--- config.mk ---
export PLATFORM = sky130hd
export DESIGN_NAME = cmq_cell
export DESIGN_NICKNAME = d
export VERILOG_FILES = /design/src/rtl/cmq_pkg.sv /design/src/rtl/cmq_cell.sv
export SDC_FILE = /design/constraint.sdc
export NUM_CORES = 1
export LEC_CHECK = 0
export BUFFER_PORTS_ARGS = -buffer_cell sky130_fd_sc_hd__buf_2
export CORE_AREA = 4 4 202 204
export DETAILED_ROUTE_END_ITERATION = 7
export DIE_AREA = 0 0 206 208
export SLEW_MARGIN = 30
export SYNTH_ARGS = -nofsm -noshare
export SYNTH_HDL_FRONTEND = slang
export SYNTH_SLANG_ARGS = --single-unit
--- constraint.sdc ---
create_clock -name clk_i -period 0.8 [get_ports clk_i]
set_input_delay 0.2 -clock clk_i [delete_from_list [all_inputs] [get_ports clk_i]]
set_output_delay 0.2 -clock clk_i [all_outputs]
set_load 0.01 [all_outputs]
--- src/rtl/cmq_pkg.sv ---
// Shared types and codes for the three-class priority message queue.
`default_nettype none
package cmq_pkg;

  // Request kinds
  localparam logic KIND_ENQ = 1'b0;
  localparam logic KIND_DEQ = 1'b1;

  // Enqueue strategies
  typedef enum logic [2:0] {
    STRAT_FIFO        = 3'd0,
    STRAT_LIFO        = 3'd1,
    STRAT_INT_FIFO    = 3'd2,
    STRAT_INT_LIFO    = 3'd3,
    STRAT_BITVEC_FIFO = 3'd4,
    STRAT_BITVEC_LIFO = 3'd5,
    STRAT_LONG_FIFO   = 3'd6,
    STRAT_LONG_LIFO   = 3'd7
  } cmq_strat_e;

  // Priority classes, in service order
  typedef enum logic [1:0] {
    CLS_NEG  = 2'd0,
    CLS_ZERO = 2'd1,
    CLS_POS  = 2'd2
  } cmq_class_e;

  // Result status codes
  typedef enum logic [1:0] {
    ST_OK    = 2'd0,
    ST_EMPTY = 2'd1,
    ST_FULL  = 2'd2,
    ST_BAD   = 2'd3
  } cmq_status_e;

  localparam int unsigned RANK_BITS = 68;

  // Input item
  typedef struct packed {
    logic        kind;
    logic [2:0]  strategy;
    logic [63:0] priority_value;
    logic [6:0]  priority_bit_count;
    logic [31:0] handle;
  } cmq_in_t;

  // Result item
  typedef struct packed {
    logic [31:0] out_handle;
    logic        out_valid;
    logic [1:0]  status;
    logic [6:0]  queue_length;
    logic [6:0]  max_length;
  } cmq_out_t;

  // Stored entry: rank = {class, has word0, word0, has word1, word1}
  typedef struct packed {
    logic [RANK_BITS-1:0] rank;
    logic [6:0]           kbits;
    logic [32:0]          order;
    logic [31:0]          stamp;
  } cmq_entry_t;

  // Per-cell control
  typedef struct packed {
    logic shift;
    logic load;
    logic clear;
  } cmq_cell_ctrl_t;

endpackage
`default_nettype wire

--- src/rtl/cmq_cell.sv ---
// One cell of the rotating entry ring.
`default_nettype none
module cmq_cell #(
  parameter int HANDLE_BITS = 32
) (
  input  logic                      clk_i,
  input  logic                      rst_ni,
  input  cmq_pkg::cmq_cell_ctrl_t   ctrl_i,
  input  logic                      nbr_used_i,
  input  cmq_pkg::cmq_entry_t       nbr_entry_i,
  input  logic [HANDLE_BITS-1:0]    nbr_handle_i,
  input  cmq_pkg::cmq_entry_t       new_entry_i,
  input  logic [HANDLE_BITS-1:0]    new_handle_i,
  output logic                      used_o,
  output cmq_pkg::cmq_entry_t       entry_o,
  output logic [HANDLE_BITS-1:0]    handle_o
);
  import cmq_pkg::*;

  logic                   used_q, used_d;
  cmq_entry_t             entry_q, entry_d;
  logic [HANDLE_BITS-1:0] handle_q, handle_d;

  // Pick clear, load, or take the neighbor
  always_comb begin
    used_d   = used_q;
    entry_d  = entry_q;
    handle_d = handle_q;
    if (ctrl_i.clear) begin
      used_d = 1'b0;
    end else if (ctrl_i.load) begin
      used_d   = 1'b1;
      entry_d  = new_entry_i;
      handle_d = new_handle_i;
    end else if (ctrl_i.shift) begin
      used_d   = nbr_used_i;
      entry_d  = nbr_entry_i;
      handle_d = nbr_handle_i;
    end
  end

  always_ff @(posedge clk_i or negedge rst_ni) begin
    if (!rst_ni) begin
      used_q <= 1'b0;
    end else begin
      used_q <= used_d;
    end
  end

  always_ff @(posedge clk_i) begin
    entry_q  <= entry_d;
    handle_q <= handle_d;
  end

  assign used_o   = used_q;
  assign entry_o  = entry_q;
  assign handle_o = handle_q;

endmodule
`default_nettype wire

==> flow_summary.toml <==
[worst_setup_path]
cp-startpoint = "entry_o[5]"
crit_path_max_fanout = 1
start_kind = "flop"
slowest_stage = "edfxtp_1"
r2r_end = "used_o"
slowest_delay_ns = 0.45
reg2reg_depth = 2
setup.worst_path.end = "entry_o[5]"
required_ns = 0.60
cp.arrival_ns = 1.08
crit_path_cell_trace = "buf_2"
r2r_slack_ns = 0.06
worstSetupPathType = "reg -> out"
cp.depth = 1
cp_top_family = "flip-flops"
rr_startpoint = "used_o"
path_buf_inv = 1
critPathCaptureType = "output pin"

[finish]
nFillCells = 3973
fin_nets = 1301
antenna_cells = 0
final_cells = 1489
drive_gt1_frac = 0.815
area_growth_pct = 68.3

[detailed_routing]
drt.antenna.violating_nets = 0
first_pass_iters = 4
routed_wl_um = 25600
num_vias = 5626
drc = 0
drt_iter0_markers = 134
vias_per_cell = 3.78
wl_per_cell_um = 17.2

[sta]
skew_ns = 0
post-route-min-period_ns = 1.28
fin_crit_sh = 1.60
slew_headroom = 0.854
drv_slew = 0
fmax_mhz = 781
fin_ws_ns = -0.480
whs_ns = 0.0438
setup_viol = 222
rsz0062_at_grt = "yes"
hold_viol_final = 0
tightest_slew_ns = 0.220

[grt]
grt_pass1_wl_um = 34500
grt_use_total = 0.111
grt_pass1_vias = 5859
antenna_found_initial = 6
gr-total-overflow = 0
grt_max_degree = 23

[clock_tree]
cts_inserted_buffers = 17
clkLatencyLatePin_ns = 0.44
clk_pin_slew_ns = 0.07
clock_sinks = 173
cts_root_buffer = "clkbuf_16"
htree_levels = 4
cts_buffer_depth = 2
cts_tree = "built"

[synthesis]
synth_edf_count = 172
ys_seq_elements = 173
synth_area_per_cell_um2 = 19.9
syn_nets = 719
synth_ff_type = "edfxtp_1"
synth_cell_type_count = 9
yosysWarningCount = 0
synth_largest_area_cell = "edfxtp_1"
ys_async_sr_fraction = 0.00578
synth.top_cell.area_share = 0.702
syn-cell-area_um2 = 7360
ys_top_cells_by_area = "edfxtp_1, mux2_2, buf_6"
ys_seq_area_frac = 0.705
yosys-top-cells-count = "edfxtp_1, mux2_2, buf_6, nor2_1"
syn_inst = 369

[die]
rows = 73
initial_utilization = 0.187
pin_count = 523
fp.dieH_um = 208
die_w_um = 206
die_area_um2 = 42800
core_um2 = 39300

[status]
status = "complete, but fails checks"
violations = "negative setup slack"

[place]
io_buffers = 522
post-dp-hpwl_um = 20300
finalWeightedCongestion = 0.779
placedCellCount = 1438

[hold_path]
hold_class = "in -> reg"
min_from = "new_handle_i[19]"

[power_and_ir_drop]
power.static_leakage_nw = 5.64
ir_drop_mv = 1.49
pwr_density_cell_nw_per_um2 = 1970

[run]
maxCapViolCount = 0
-- cell families after synthesis --
family / Yosys count / share of synthesized area
buf+inv: 20 / 0.0287
compound gates: 1 / 0.000679
flops: 173 / 0.705
simple gates: 2 / 0.00102
mux: 173 / 0.264
-- cell type report --
| cell class | instances | area [um2] | share of cell area |
|---|---|---|---|
| Inverter | 1 | 3.75 | 0.000303 |
| Clock buffer | 17 | 425 | 0.0343 |
| Timing Repair Buffer | 582 | 3520 | 0.285 |
| Tap cell | 525 | 657 | 0.0530 |
| Sequential cell | 173 | 5190 | 0.419 |
| Multi-Input combinational cell | 176 | 2390 | 0.193 |
| Clock inverter | 15 | 195 | 0.0158 |
-- placed cells by master (no fill, tap or decap) --
master / Yosys / layout
buf_2: 1 / 511
edfxtp_1: 172 / 172
mux2_4: 0 / 111
mux2_2: 172 / 61
buf_4: 0 / 25
buf_6: 18 / 21
clkbuf_16: 0 / 20
buf_12: 0 / 12
buf_16: 0 / 7
clkinv_2: 0 / 5
bufinv_16: 0 / 4
nor2_4: 0 / 2
clkinv_4: 0 / 2
inv_6: 0 / 2
clkinvlp_4: 0 / 2
dlygate4sd3_1: 0 / 2
inv_1: 1 / 1
mux2i_1: 1 / 1
a21oi_1: 1 / 1
buf_8: 0 / 1
dfrtp_1: 1 / 1
-- state kept, by name, summed over array words and instances, names as in the netlist --
| register | count |
|---|---|
| used_o | 1 |
| handle_o | 32 |
| entry_o | 140 |
-- worst min-delay path by stage --
stage / endpoint / slack (ns) / cells past startpoint
4_1_cts: handle_o[19] / -0.006 / 2
6_report: handle_o[19] / 0.04 / 2
2_1_floorplan: used_o / -0.1 / 0
3_3_place_gp: used_o / -0.01 / 1
5_1_grt: handle_o[28] / 0.006 / 2
3_5_place_dp: used_o / -0.02 / 1
-- power by group --
part / leakage [nW] / internal, mW / switching [mW] / total [mW]
clock: 0.303 / 5.21 / 3.55 / 8.77
combinational: 3.68 / 2.51 / 1.88 / 4.39
sequential: 1.66 / 11.0 / 0.250 / 11.3
total: 5.64 / 18.7 / 5.69 / 24.4
-- repair_timing --
action	CTS	global route
endpoints found under the hold margin	24	0
setup buffers	6	4
hold buffers	2	0
pin swaps	1	0
gates cloned	5	3
gates resized for setup	16	21
endpoints found under the setup margin	346	294
-- stage by stage --
stage	worst slack [ns]	area, um2	total power [mW]	TNS (ns)	util
floorplan	-2.64	7920	13.4	-491.09	-
global placement	-0.570	11300	15.5	-171.25	0.287
detailed placement	-0.599	11300	15.5	-176.15	0.287
CTS	-0.553	12200	24.7	-73.83	0.310
global route	-0.539	12400	25.5	-74.06	0.315
finish	-0.480	12400	24.4	-63.92	0.315
-- per-layer routing --
layer  GRT usage  up-vias  routed length, um
met2       0.197      341              13000
li1            -     2626                  -
met4      0.0395        6                415
met1       0.115     2625               9400
met3      0.0474       28               2820
met5           0        -                 41
Power figures use the tool's default switching activity.
